**config.mk**
```make
export PLATFORM = sky130hd
export DESIGN_NAME = utf8_to_utf16_transcoder_unit
export DESIGN_NICKNAME = d
export VERILOG_FILES = /design/src/design/u8u16_pkg.sv /design/src/design/u8u16_front.sv /design/src/design/u8u16_queue.sv /design/src/design/u8u16_back.sv /design/src/design/utf8_to_utf16_transcoder_unit.sv
export SDC_FILE = /design/constraint.sdc
export NUM_CORES = 1
export LEC_CHECK = 0
export ABC_AREA = 1
export BUFFER_PORTS_ARGS = -buffer_cell sky130_fd_sc_hd__clkbuf_2
export CAP_MARGIN = 20
export CORE_MARGIN = 10
export CORE_UTILIZATION = 45
export CTS_CLUSTER_SIZE = 8
export DETAILED_ROUTE_END_ITERATION = 16
export SETUP_SLACK_MARGIN = 0.02
export SKIP_LAST_GASP = 1
export SLEW_MARGIN = 10
export SYNTH_ARGS = -nofsm -noshare
export SYNTH_HDL_FRONTEND = slang
export SYNTH_SLANG_ARGS = --single-unit
```
**constraint.sdc**
```tcl
create_clock -name clk -period 3.6 [get_ports clk]
set_clock_uncertainty 0.15 [all_clocks]
set_input_delay 1.08 -clock clk [delete_from_list [all_inputs] [get_ports clk]]
set_output_delay 1.08 -clock clk [all_outputs]
set_load 0.02 [all_outputs]
```
**src/design/u8u16_pkg.sv**
```systemverilog
// ----------------------------------------------------------------------------
// UTF-8 to UTF-16 transcoder package
// Shared types, byte classes and code unit constants for the transcoder.
// ----------------------------------------------------------------------------
package u8u16_pkg;

  localparam logic [15:0] REPLACE_UNIT   = 16'h003F;
  localparam logic [15:0] HIGH_SURROGATE = 16'hD800;
  localparam logic [15:0] LOW_SURROGATE  = 16'hDC00;
  localparam logic [20:0] PLANE_ONE      = 21'h10000;

  typedef enum logic [2:0] {
    CLS_CONT  = 3'd0,
    CLS_ASCII = 3'd1,
    CLS_LEAD2 = 3'd2,
    CLS_LEAD3 = 3'd3,
    CLS_LEAD4 = 3'd4,
    CLS_BAD   = 3'd5
  } utf8_class_t;

  typedef enum logic [1:0] {
    TAIL_NONE = 2'd0,
    TAIL_UNIT = 2'd1,
    TAIL_REPL = 2'd2,
    TAIL_PAIR = 2'd3
  } tail_kind_t;

  typedef struct packed {
    logic [7:0] in_byte;
    logic       end_of_string;
  } item_t;

  typedef struct packed {
    logic [15:0] code_unit;
    logic        is_replacement;
    logic        run_last;
    logic        string_end;
  } result_t;

  // Work for the back end: a run of replacements, then an optional tail.
  typedef struct packed {
    logic [1:0]  rep_count;
    tail_kind_t  tail;
    logic [15:0] unit0;
    logic [15:0] unit1;
    logic        eos;
  } desc_t;

  function automatic utf8_class_t utf8_class(input logic [7:0] b);
    utf8_class_t cls;
    case (b[7:3]) inside
      [5'd0:5'd15]:   cls = CLS_ASCII;
      [5'd16:5'd23]:  cls = CLS_CONT;
      [5'd24:5'd27]:  cls = CLS_LEAD2;
      [5'd28:5'd29]:  cls = CLS_LEAD3;
      5'd30:          cls = CLS_LEAD4;
      default:        cls = CLS_BAD;
    endcase
    return cls;
  endfunction

endpackage

```
**src/design/u8u16_front.sv**
```systemverilog
// ----------------------------------------------------------------------------
// UTF-8 to UTF-16 transcoder front end
// Classifies each byte, tracks the pending sequence and builds the work
// descriptor that the back end expands into code units.
// ----------------------------------------------------------------------------
module u8u16_front (
  input  logic             clk,
  input  logic             rst,
  input  u8u16_pkg::item_t item,
  input  logic             accept,
  output u8u16_pkg::desc_t desc,
  output logic             desc_valid
);
  import u8u16_pkg::*;

  logic [1:0]  held;
  logic [2:0]  seq_len;
  logic [20:0] point;
  logic [1:0]  held_next;
  logic [2:0]  seq_len_next;
  logic [20:0] point_next;

  utf8_class_t cls;
  logic [2:0]  held_inc;
  logic [20:0] new_point;
  logic [20:0] offset;
  logic        fresh;
  logic        eos;

  always_comb begin
    cls          = utf8_class(item.in_byte);
    eos          = item.end_of_string;
    held_inc     = {1'b0, held} + 3'd1;
    new_point    = {point[14:0], item.in_byte[5:0]};
    offset       = new_point - PLANE_ONE;
    held_next    = held;
    seq_len_next = seq_len;
    point_next   = point;
    desc         = '0;
    desc.tail    = TAIL_NONE;
    desc.eos     = eos;
    fresh        = 1'b1;

    if (held != 2'd0) begin
      if (cls == CLS_CONT) begin
        fresh = 1'b0;
        if (held_inc >= seq_len) begin
          if (new_point < PLANE_ONE) begin
            desc.tail  = TAIL_UNIT;
            desc.unit0 = new_point[15:0];
          end else begin
            desc.tail  = TAIL_PAIR;
            desc.unit0 = HIGH_SURROGATE | {5'd0, offset[20:10]};
            desc.unit1 = LOW_SURROGATE | {6'd0, offset[9:0]};
          end
          held_next    = '0;
          seq_len_next = '0;
          point_next   = '0;
        end else if (eos) begin
          desc.rep_count = held_inc[1:0];
          held_next      = '0;
          seq_len_next   = '0;
          point_next     = '0;
        end else begin
          held_next  = held_inc[1:0];
          point_next = new_point;
        end
      end else begin
        desc.rep_count = held;
        held_next      = '0;
        seq_len_next   = '0;
        point_next     = '0;
      end
    end

    if (fresh) begin
      case (cls)
        CLS_ASCII: begin
          desc.tail  = TAIL_UNIT;
          desc.unit0 = {8'd0, item.in_byte};
        end
        CLS_LEAD2, CLS_LEAD3, CLS_LEAD4: begin
          if (eos) begin
            desc.tail = TAIL_REPL;
          end else begin
            held_next    = 2'd1;
            seq_len_next = cls;
            if (cls == CLS_LEAD2) begin
              point_next = {16'd0, item.in_byte[4:0]};
            end else if (cls == CLS_LEAD3) begin
              point_next = {17'd0, item.in_byte[3:0]};
            end else begin
              point_next = {18'd0, item.in_byte[2:0]};
            end
          end
        end
        default: begin
          desc.tail = TAIL_REPL;
        end
      endcase
    end

    if (eos) begin
      held_next    = '0;
      seq_len_next = '0;
      point_next   = '0;
    end

    desc_valid = (desc.rep_count != 2'd0) || (desc.tail != TAIL_NONE);
  end

  always_ff @(posedge clk) begin
    if (rst) begin
      held    <= '0;
      seq_len <= '0;
      point   <= '0;
    end else if (accept) begin
      held    <= held_next;
      seq_len <= seq_len_next;
      point   <= point_next;
    end
  end

endmodule

```
**src/design/u8u16_queue.sv**
```systemverilog
// ----------------------------------------------------------------------------
// UTF-8 to UTF-16 transcoder descriptor queue
// Small first-in first-out buffer between the front and back ends.
// ----------------------------------------------------------------------------
module u8u16_queue #(
  parameter int DEPTH = 4
) (
  input  logic             clk,
  input  logic             rst,
  input  logic             wr_en,
  input  u8u16_pkg::desc_t wr_data,
  input  logic             rd_en,
  output u8u16_pkg::desc_t rd_data,
  output logic             full,
  output logic             not_empty
);
  import u8u16_pkg::*;

  localparam int IDX_W = (DEPTH > 1) ? $clog2(DEPTH) : 1;
  localparam int CNT_W = $clog2(DEPTH + 1);

  desc_t            entries [DEPTH];
  logic [IDX_W-1:0] wr_ptr;
  logic [IDX_W-1:0] rd_ptr;
  logic [CNT_W-1:0] count;

  assign full      = (count == CNT_W'(DEPTH));
  assign not_empty = (count != '0);
  assign rd_data   = entries[rd_ptr];

  always_ff @(posedge clk) begin
    if (wr_en) begin
      entries[wr_ptr] <= wr_data;
    end
  end

  always_ff @(posedge clk) begin
    if (rst) begin
      wr_ptr <= '0;
      rd_ptr <= '0;
      count  <= '0;
    end else begin
      if (wr_en) begin
        if (wr_ptr == IDX_W'(DEPTH - 1)) begin
          wr_ptr <= '0;
        end else begin
          wr_ptr <= wr_ptr + 1'b1;
        end
      end
      if (rd_en) begin
        if (rd_ptr == IDX_W'(DEPTH - 1)) begin
          rd_ptr <= '0;
        end else begin
          rd_ptr <= rd_ptr + 1'b1;
        end
      end
      if (wr_en && !rd_en) begin
        count <= count + 1'b1;
      end else if (rd_en && !wr_en) begin
        count <= count - 1'b1;
      end
    end
  end

endmodule

```
**src/design/u8u16_back.sv**
```systemverilog
// ----------------------------------------------------------------------------
// UTF-8 to UTF-16 transcoder back end
// Expands each descriptor into code units in the output register, one per
// cycle while that register is empty or being popped.
// ----------------------------------------------------------------------------
module u8u16_back (
  input  logic               clk,
  input  logic               rst,
  input  u8u16_pkg::desc_t   desc,
  input  logic               desc_valid,
  output logic               desc_take,
  input  logic               pop,
  output logic               empty,
  output u8u16_pkg::result_t result
);
  import u8u16_pkg::*;

  logic [1:0] idx;
  logic       out_valid;
  logic [2:0] tail_len;
  logic [2:0] total;
  logic [1:0] pos;
  logic       last;
  logic       advance;
  result_t    unit_next;

  always_comb begin
    case (desc.tail)
      TAIL_UNIT: tail_len = 3'd1;
      TAIL_REPL: tail_len = 3'd1;
      TAIL_PAIR: tail_len = 3'd2;
      default:   tail_len = 3'd0;
    endcase
    total = {1'b0, desc.rep_count} + tail_len;
    pos   = idx - desc.rep_count;
    last  = (({1'b0, idx} + 3'd1) == total);

    unit_next.run_last   = last;
    unit_next.string_end = last && desc.eos;
    if (idx < desc.rep_count || desc.tail == TAIL_REPL) begin
      unit_next.code_unit      = REPLACE_UNIT;
      unit_next.is_replacement = 1'b1;
    end else begin
      unit_next.is_replacement = 1'b0;
      if (desc.tail == TAIL_PAIR && pos != 2'd0) begin
        unit_next.code_unit = desc.unit1;
      end else begin
        unit_next.code_unit = desc.unit0;
      end
    end

    advance   = desc_valid && (!out_valid || pop);
    desc_take = advance && last;
    empty     = !out_valid;
  end

  always_ff @(posedge clk) begin
    if (advance) begin
      result <= unit_next;
    end
  end

  always_ff @(posedge clk) begin
    if (rst) begin
      idx       <= '0;
      out_valid <= 1'b0;
    end else begin
      if (advance) begin
        out_valid <= 1'b1;
        if (last) begin
          idx <= '0;
        end else begin
          idx <= idx + 1'b1;
        end
      end else if (pop) begin
        out_valid <= 1'b0;
      end
    end
  end

endmodule

```
**src/design/utf8_to_utf16_transcoder_unit.sv**
```systemverilog
// ----------------------------------------------------------------------------
// UTF-8 to UTF-16 transcoder
// Streams UTF-8 bytes in and UTF-16 code units out, replacing bad bytes.
// ----------------------------------------------------------------------------
// One byte is accepted every cycle while the descriptor queue has room. The
// front end classifies the byte and updates the pending sequence in the same
// cycle, and the back end emits one code unit per cycle while the output
// register is empty or being popped, so a byte that produces n units (up to
// four) keeps the back end busy while the queue of QUEUE_DEPTH entries
// absorbs the difference. The first unit of a byte is written to the queue
// and then to the output register before it is on the result port. Bytes that
// only extend a sequence produce no unit.
module utf8_to_utf16_transcoder_unit #(
  parameter int QUEUE_DEPTH = 4
) (
  input  logic               clk,
  input  logic               rst,
  input  logic               push,
  output logic               full,
  input  u8u16_pkg::item_t   item,
  output logic               empty,
  input  logic               pop,
  output u8u16_pkg::result_t result
);
  import u8u16_pkg::*;

  logic  accept;
  desc_t front_desc;
  logic  front_valid;
  desc_t head_desc;
  logic  head_valid;
  logic  head_take;

  assign accept = push && !full;

  u8u16_front u_front (
    .clk        (clk),
    .rst        (rst),
    .item       (item),
    .accept     (accept),
    .desc       (front_desc),
    .desc_valid (front_valid)
  );

  u8u16_queue #(
    .DEPTH (QUEUE_DEPTH)
  ) u_queue (
    .clk       (clk),
    .rst       (rst),
    .wr_en     (accept && front_valid),
    .wr_data   (front_desc),
    .rd_en     (head_take),
    .rd_data   (head_desc),
    .full      (full),
    .not_empty (head_valid)
  );

  u8u16_back u_back (
    .clk        (clk),
    .rst        (rst),
    .desc       (head_desc),
    .desc_valid (head_valid),
    .desc_take  (head_take),
    .pop        (pop),
    .empty      (empty),
    .result     (result)
  );

endmodule
```
[Word level (Yosys, flattened, before mapping)]
Memory sizes are Yosys's and may differ from the RTL's. A register that Yosys moved wholly into a read port is not among the register bits.
Cells that the tools add are included.
Storage, ports and cells
  register bits: 55
  RAM bits: 148
  memories kept: 1
  logic and storage cells: 128
  bits of input ports: 13
Memory list
  u_queue.entries: words 4, width 37, read ports 1, clocked after Yosys merged registers in 1, wr ports 1, line u8u16_queue.sv:22  | desc_t entries [DEPTH];
Cells by class
  equality and inequality tests: 12
  reductions and logical operators: 29
  $add $sub $neg: 10
  mux-type cells: 53
  magnitude comparators: 11
Operator list (count)
  $mux 21: 7
  $mux 34: 2
  $mux 16: 3
  $mux 18: 2
  $mux 3: 12
  $mux 36: 1
  $mux 2: 15
  $lt 21x17->1 const B: 1
  $sub 21x17->21 const B: 1
  $ge 5x5->1 const B: 3
  $le 5x5->1 const B: 3
  $logic_and 1x1->1: 12
  $reduce_bool 2->1: 6
  $eq 2x2->1 const B: 4
  $mux 1: 8
  $pmux 2 s2: 2
  $add 2x1->2 const B: 3
  $add 2x1->3 const B: 2
  $eq 3x2->1 const B: 2
  $eq 3x3->1 const B: 2
  $eq 5x5->1 const B: 1
  $ge 5x1->1 const B: 1
  $le 5x4->1 const B: 1
  $logic_not 1->1: 4
  15 further kinds: 17

[Depth between registers and ports, before layout]
Gate-level depths: netlist (run 1).
  depth after elaboration: 19
  depth in mapped cells: 20
  depth with buffers taken out: 19

[Cells and area by module]
Synthesis (run 1) repeated with hierarchy kept, for this count alone.
Second synthesis, totals
  cell total of the unflattened synthesis: 834
  area, all modules: 8876.0 µm²
Modules (own cells, without submodules)
  u8u16_queue: cells an instance 418, times used 1, area each 5949.5 µm², seq. area each 4624.4 µm²
  u8u16_front: cells an instance 286, times used 1, area each 1700.4 µm², seq. area each 400.4 µm²
  u8u16_back: cells an instance 125, times used 1, area each 1202.4 µm², seq. area each 630.6 µm²
  utf8_to_utf16_transcoder_unit: cells an instance 5, times used 1, area each 23.8 µm², seq. area each 0.0 µm²

[Worst setup path after synthesis (run 1)]
Ideal clock, no wire load.
  path kind: register to register
  start: register (tool-made name)
  end: register u_queue.count[1]
  clock period less this slack: 3792 ps
  slack: -192 ps
  stages on the path, launching flop included: 18
  arrival time: 3522 ps
  library setup time: 120 ps
  path through: dfxtp_1 > buf_2 > clkbuf_1 > nand2_1 > a32oi_1 > inv_1 > ha_1 > inv_1 > ha_1 > fa_1 > xor2_1 > nor3_2 > nand2_1 > ha_1 > inv_1 > fa_1 > o21ai_0 > a21oi_1
RTL lines
  end signal: assignment: line u8u16_queue.sv:58  | count <= count + 1'b1;
  end signal: assignment: line u8u16_queue.sv:60  | count <= count - 1'b1;
  end: declaration: line u8u16_queue.sv:25  | logic [CNT_W-1:0] count;

==> results.toml, run 1 <==
[status]
status = "complete, no violations"

[die]
die_area_mm2 = 0.0230
rows = 48
io_pins = 34
start_util_pct = 45.5
fp.dieW_um = 152
core_region_area_mm2 = 0.0172
die-height_um = 152

[global_routing]
use_met1_pct = 20.3
grt_usage_pct = 15.4
grt_pass1_vias = 5220
grt_max_degree = 45
grt-busiest-layer = "met2"
use_met3_pct = 3.89
grt_overflow = 0
grt_pass1_wl_um = 27400
met2_usage_pct = 24.2
antenna_found_initial = 0

[setup_path]
worstPathArrival_ns = 3.57
critical_path.top_delay_family = "adder cells"
max_stage_delay_ns = 0.51
crit_chain = "inv_6 -> o21ai_0 -> o22ai_2 -> ha_1 -> inv_1 -> ha_2 -> fa_1 -> xor2_1 -> nor3_2 -> nand2_1 -> ha_2 -> inv_2 -> fa_2 -> nor2_2 -> nor2_1 -> nand2_1 -> o21ai_1 -> a21oi_1"
cp-start-kind = "flip-flop"
rrSetupSlack_ns = 0.23
reg2reg_depth = 18
cp_slowest_cell = "fa_1"
cp_max_fo = 7
crit_type = "flip-flop to flip-flop"
crit_cells = 18
cp_data_required_time_ns = 3.81
rr_endpoint = "u_queue.count[2]"
cp.buffers_inverters = 3
end_kind = "flip-flop"

[detailed_routing]
final_antenna_net_count = 0
wire_per_inst_um = 17.2
drc_errors = 0
dr.first_iter.drc_count = 344
via_per_inst = 5.35
dr.pass1.iters = 4
wl_um = 17200
vias = 5362

[synth]
ys_seq_area_share_pct = 64.7
netlist_instances = 715
yosysWarnings = 0
async_flop_share_pct = 0
syn_avg_cell_area_um2 = 10.9
synth_edf_count = 147
synth_cell_types = 45
syn_nets = 749
ys.flop_type = "edfxtp_1"
syn_area_mm2 = 0.00781
ys_seq_elements = 179

[finish]
diodes = 0
area_growth_pct = 15.7
finalInstanceArea_mm2 = 0.00904
drive_gt1_share_pct = 17.4
finalNonFillerCells = 1003
fin_nets = 799

[sta]
fin_crit_ns = 3.37
max_freq_ghz = 0.297
timing.final.ws_setup_ns = 0.234
relSlewSlack_pct = 45.1
setup_viol = 0
hold_violations = 0
min_period_over_period_pct = 93.5
tightest_slew_ns = 0.819
hold_ws_ns = 0.317
final_max_slew_viol_count = 0
rsz0062_at_grt = "true"
setup_tns_ns = 0

[cts]
clockRootBuffer = "clkbuf_16"
clock-sinks = 179
insertion_delay_ns = 0.43
htreeDepth = 4
cts_buffer_depth = 2
cts_tree = "built"
clk_pin_slew_ns = 0.07
cts_buffers = 17

[power_and_ir_drop]
max-vdd-ir-drop_uv = 328
p_leak_nw = 3.34
p_per_area_mw_per_mm2 = 704

[placed_design]
post-place-ws_ns = 0.0704
place_inst = 965
post_dp_cell_area_mm2 = 0.00835
io_buffers = 33
hpwl_um = 11100
gp_congestion = 0.928

[hold_path]
holdPathStages = 2
hp-class = "flip-flop to flip-flop"
whs_endpoint = "u_front.point[11]"
min_from = "u_front.point[11]"

[run]
cap_violations = 0
-- synthesized netlist by cell type (all sizes together), types with 8 or more instances --
master,n,area share [%]
nand3,17,1.3
dfxtp,32,8.2
clkbuf,17,0.82
o211ai,9,0.86
ha,19,3.0
a32oi,8,0.90
o21ai,67,4.3
o22ai,17,1.4
nor2,120,6.1
edfxtp,147,56
nand2,104,5.3
buf,10,0.69
inv,70,3.4
a21oi,45,3.1
-- per-layer routing --
metal  share of wire (%)  up-vias
met5                   0        -
met4                 1.3        0
met3                 5.6       20
met2                  48      138
met1                  45     2603
li1                    -     2601
-- placed cells by master (no fill, tap or decap), types with 2 or more instances in the layout --
master     instances
a22o_1             4
a31oi_1            2
buf_4             19
clkinv_1           3
bufinv_16          3
nor2_4             3
o21ai_0           61
nand2_1           94
inv_2              9
ha_2               2
buf_12             4
clkbuf_2          33
clkinv_2           3
nand3_1           11
xor2_1             3
nand4_1            2
clkinv_4           2
clkbuf_1           4
ha_1              17
o211ai_1           9
a32o_1             5
dfxtp_1           31
nor2_2             8
clkbuf_16         17
a211oi_1           2
o21ai_1            6
inv_1             60
a21oi_1           43
nand2_4            2
edfxtp_1         147
o22ai_1           16
nand3_2            6
a32oi_1            7
nand2_2            8
nor2_1           109
-- worst register-to-register path: cells and delay by family, from the launching register on --
kind,cells,cell delay [ns]
compound gates,4,0.54
xor+xnor,1,0.18
fa+ha+maj,5,1.51
buf+inv,3,0.14
flops,1,0.41
simple gates,5,0.39
-- how the worst max path moves through the flow --
stage,end,slack (ns)
2_1_floorplan,u_queue.entries[0][0],-0.16
3_3_place_gp,u_queue.count[1],0.17
3_5_place_dp,u_queue.count[1],0.07
4_1_cts,u_queue.count[1],0.05
5_1_grt,u_queue.count[2],-0.03
6_report,u_queue.count[2],0.23
-- metrics by stage --
stage	power, mW	util (%)
finish	6.36	52.6
global route	6.73	52.6
CTS	6.31	52.0
detailed placement	4.50	48.6
global placement	4.46	48.6
floorplan	3.92	-
-- report_power, final --
group          leakage, nW  internal, mW  switching [mW]
clock network        0.278          1.08           0.733
registers             1.60          2.59          0.0975
logic                 1.46         0.659            1.20
-- sequential cells by signal, summed over array words and instances (netlist names), named ones only --
name and flops:
u_front.held 2, u_queue.wr_ptr 2, u_queue.count 3, u_front.point 15, u_queue.rd_ptr 2, u_back.result 19, u_back.out_valid 1, u_front.seq_len 3
u_back.idx 2, u_queue.entries 128
-- layout make-up --
type                       count  area [um^2]
fill                        1518         8130
clock buffer                  21          440
multi-input combinational    438         2440
tap                          225          282
timing repair buffer          58          414
inverter                      71          273
sequential                   179         5060
clock inverter                11          136
-- cells by family after synthesis --
kind of cell,Yosys count,synth area share [%]
AOI/OAI and AO/OA,164,12.6
and+or+nand+nor,249,13.8
DFF,179,64.7
xor gates and xnor gates,4,0.448
buffers and inverters,98,4.93
adders and majority gates,21,3.55
-- timing repair --
item,in CTS,in global routing
endpoints found under the setup margin,0,2
gates resized for setup,0,21
buffers inserted,0,6
hold buffers,0,0
Power figures use the tool's default switching activity.
==> run 2: changes to the inputs <==
--- a/config.mk
+++ b/config.mk
@@ -12,6 +12,7 @@
 export CORE_UTILIZATION = 45
 export CTS_CLUSTER_SIZE = 8
 export DETAILED_ROUTE_END_ITERATION = 16
+export MAX_ROUTING_LAYER = met4
 export SETUP_SLACK_MARGIN = 0.02
 export SKIP_LAST_GASP = 1
 export SLEW_MARGIN = 10
==> results.toml, run 2 (synthesized netlist as in run 1, its figures left out) <==
[cts]
cts_hold_buf = 0
clk_pin_slew_ns = 0.07
cts_buffers = 17
cts_buffer_depth = 2
clock-sinks = 179
insertion_delay_ns = 0.43
htreeDepth = 4
clockRootBuffer = "clkbuf_16"
cts_tree = "built"

[die]
io_pins = 34
fp.dieW_um = 152
start_util_pct = 45.5
die-height_um = 152
rows = 48
core_region_area_mm2 = 0.0172
die_area_mm2 = 0.0230

[power_and_ir_drop]
p_per_area_mw_per_mm2 = 703
totalPowerFinal_mw = 6.32
p_leak_nw = 3.33
max-vdd-ir-drop_uv = 369

[hold_path]
holdPathStages = 2
hp-class = "flip-flop to flip-flop"

[sta]
setup_viol = 0
min_period_over_period_pct = 95.1
max_freq_ghz = 0.292
hold_violations = 0
final_max_slew_viol_count = 0
fin_crit_ns = 3.42
setup_tns_ns = 0
hold_ws_ns = 0.318
tightest_slew_ns = 0.788
relSlewSlack_pct = 47.1

[setup_path]
end_kind = "flip-flop"
cp-start-kind = "flip-flop"
cp_max_fo = 6
crit_type = "flip-flop to flip-flop"
worstPathArrival_ns = 3.59
cp_data_required_time_ns = 3.76
reg2reg_depth = 19

[global_routing]
grt_usage_pct = 15.7
grt_overflow = 0
grt_max_degree = 45
antenna_found_initial = 0
grt_pass1_wl_um = 27000
grt_pass1_vias = 5140

[detailed_routing]
dr.pass1.iters = 6
wl_um = 16900
vias = 5244
wire_per_inst_um = 16.9
drc_errors = 0
dr.first_iter.drc_count = 344
via_per_inst = 5.25
final_antenna_net_count = 0

[finish]
final_core_util_pct = 52.3
regMostFlops = "u_queue.entries"
largest_reg_flops = 128
diodes = 0
reg.largest.list = "u_queue.entries (128), u_back.result (19), u_front.point (15)"
drive_gt1_share_pct = 16.4
area_growth_pct = 15.0
final_cell_mix = "edfxtp_1 (147), nor2_1 (110), nand2_1 (96)"
fin_nets = 795
final_common_cell = "edfxtp_1"

[placed_design]
hpwl_um = 11100
gp_congestion = 0.915
io_buffers = 33

[run]
cap_violations = 0

[status]
status = "complete, no violations"
==> run 2: cell types whose count changed in the layout (fill, tap and decap cells not counted), sizes merged <==
cell	change
buf	-5
clkbuf	-4
clkinv	+1
clkinvlp	+1
dlymetal6s2s	+1
inv	+2
==> run 2: routing by layer <==
metal | track usage (%) | vias to the layer above | wire (um)
met1 | 20.7 | 2540 | 8130
met3 | 3.47 | 14 | 729
li1 | - | 2585 | -
met5 | - | - | 0
met4 | 4.81 | 0 | 175
met2 | 23.7 | 105 | 7870
==> run 2: critical path: stages (launching register included) <==
cell and delay, ns:
dfxtp_4 0.37, inv_4 0.07, nand2_1 0.07, a32oi_2 0.24, inv_1 0.07, ha_1 0.28
inv_1 0.04, ha_1 0.18, fa_1 0.44, xor2_1 0.16, nor3_2 0.19, nand2_1 0.14
ha_2 0.21, inv_2 0.07, fa_2 0.20, nor2_1 0.04, nor2_1 0.09, nand2_1 0.07
o21ai_0 0.17, a21oi_1 0.06
==> run 2: final cells by class <==
type,instances,area [um^2]
Fill cell,1512,8190
Sequential cell,179,5060
Multi-Input combinational cell,438,2400
Clock buffer,17,425
Timing Repair Buffer,54,385
Tap cell,225,282
Inverter,71,270
Clock inverter,15,163
==> run 2: final timing paths <==
kind / slack, ns / from / endpoint
setup / recovery: 0.18 / flip-flop / u_queue.count[2]
hold reg to reg: 0.32 / u_front.point[12] / u_front.point[12]
setup reg to reg: 0.18 / flip-flop / u_queue.count[2]
hold / removal: 0.32 / u_front.point[12] / u_front.point[12]
==> run 2: per-stage QoR <==
stage | worst slack (ns) | cells | area, um^2
2_1_floorplan | -0.159 | 715 | 7820
4_1_cts | 0.105 | 997 | 8940
6_report | 0.177 | 999 | 8980
3_5_place_dp | 0.116 | 965 | 8350
5_1_grt | -0.0255 | 999 | 8980
3_3_place_gp | 0.238 | 965 | 8350
==> run 2: where the power goes <==
part	switching, mW	internal [mW]
Combinational	1.19	0.619
Sequential	0.0894	2.59
Clock	0.748	1.08
Total	2.03	4.29
==> run 2: what timing repair did <==
action / CTS / global route
resized for setup: 0 / 10
setup endpoints to repair: 0 / 2
buffers inserted: 0 / 2
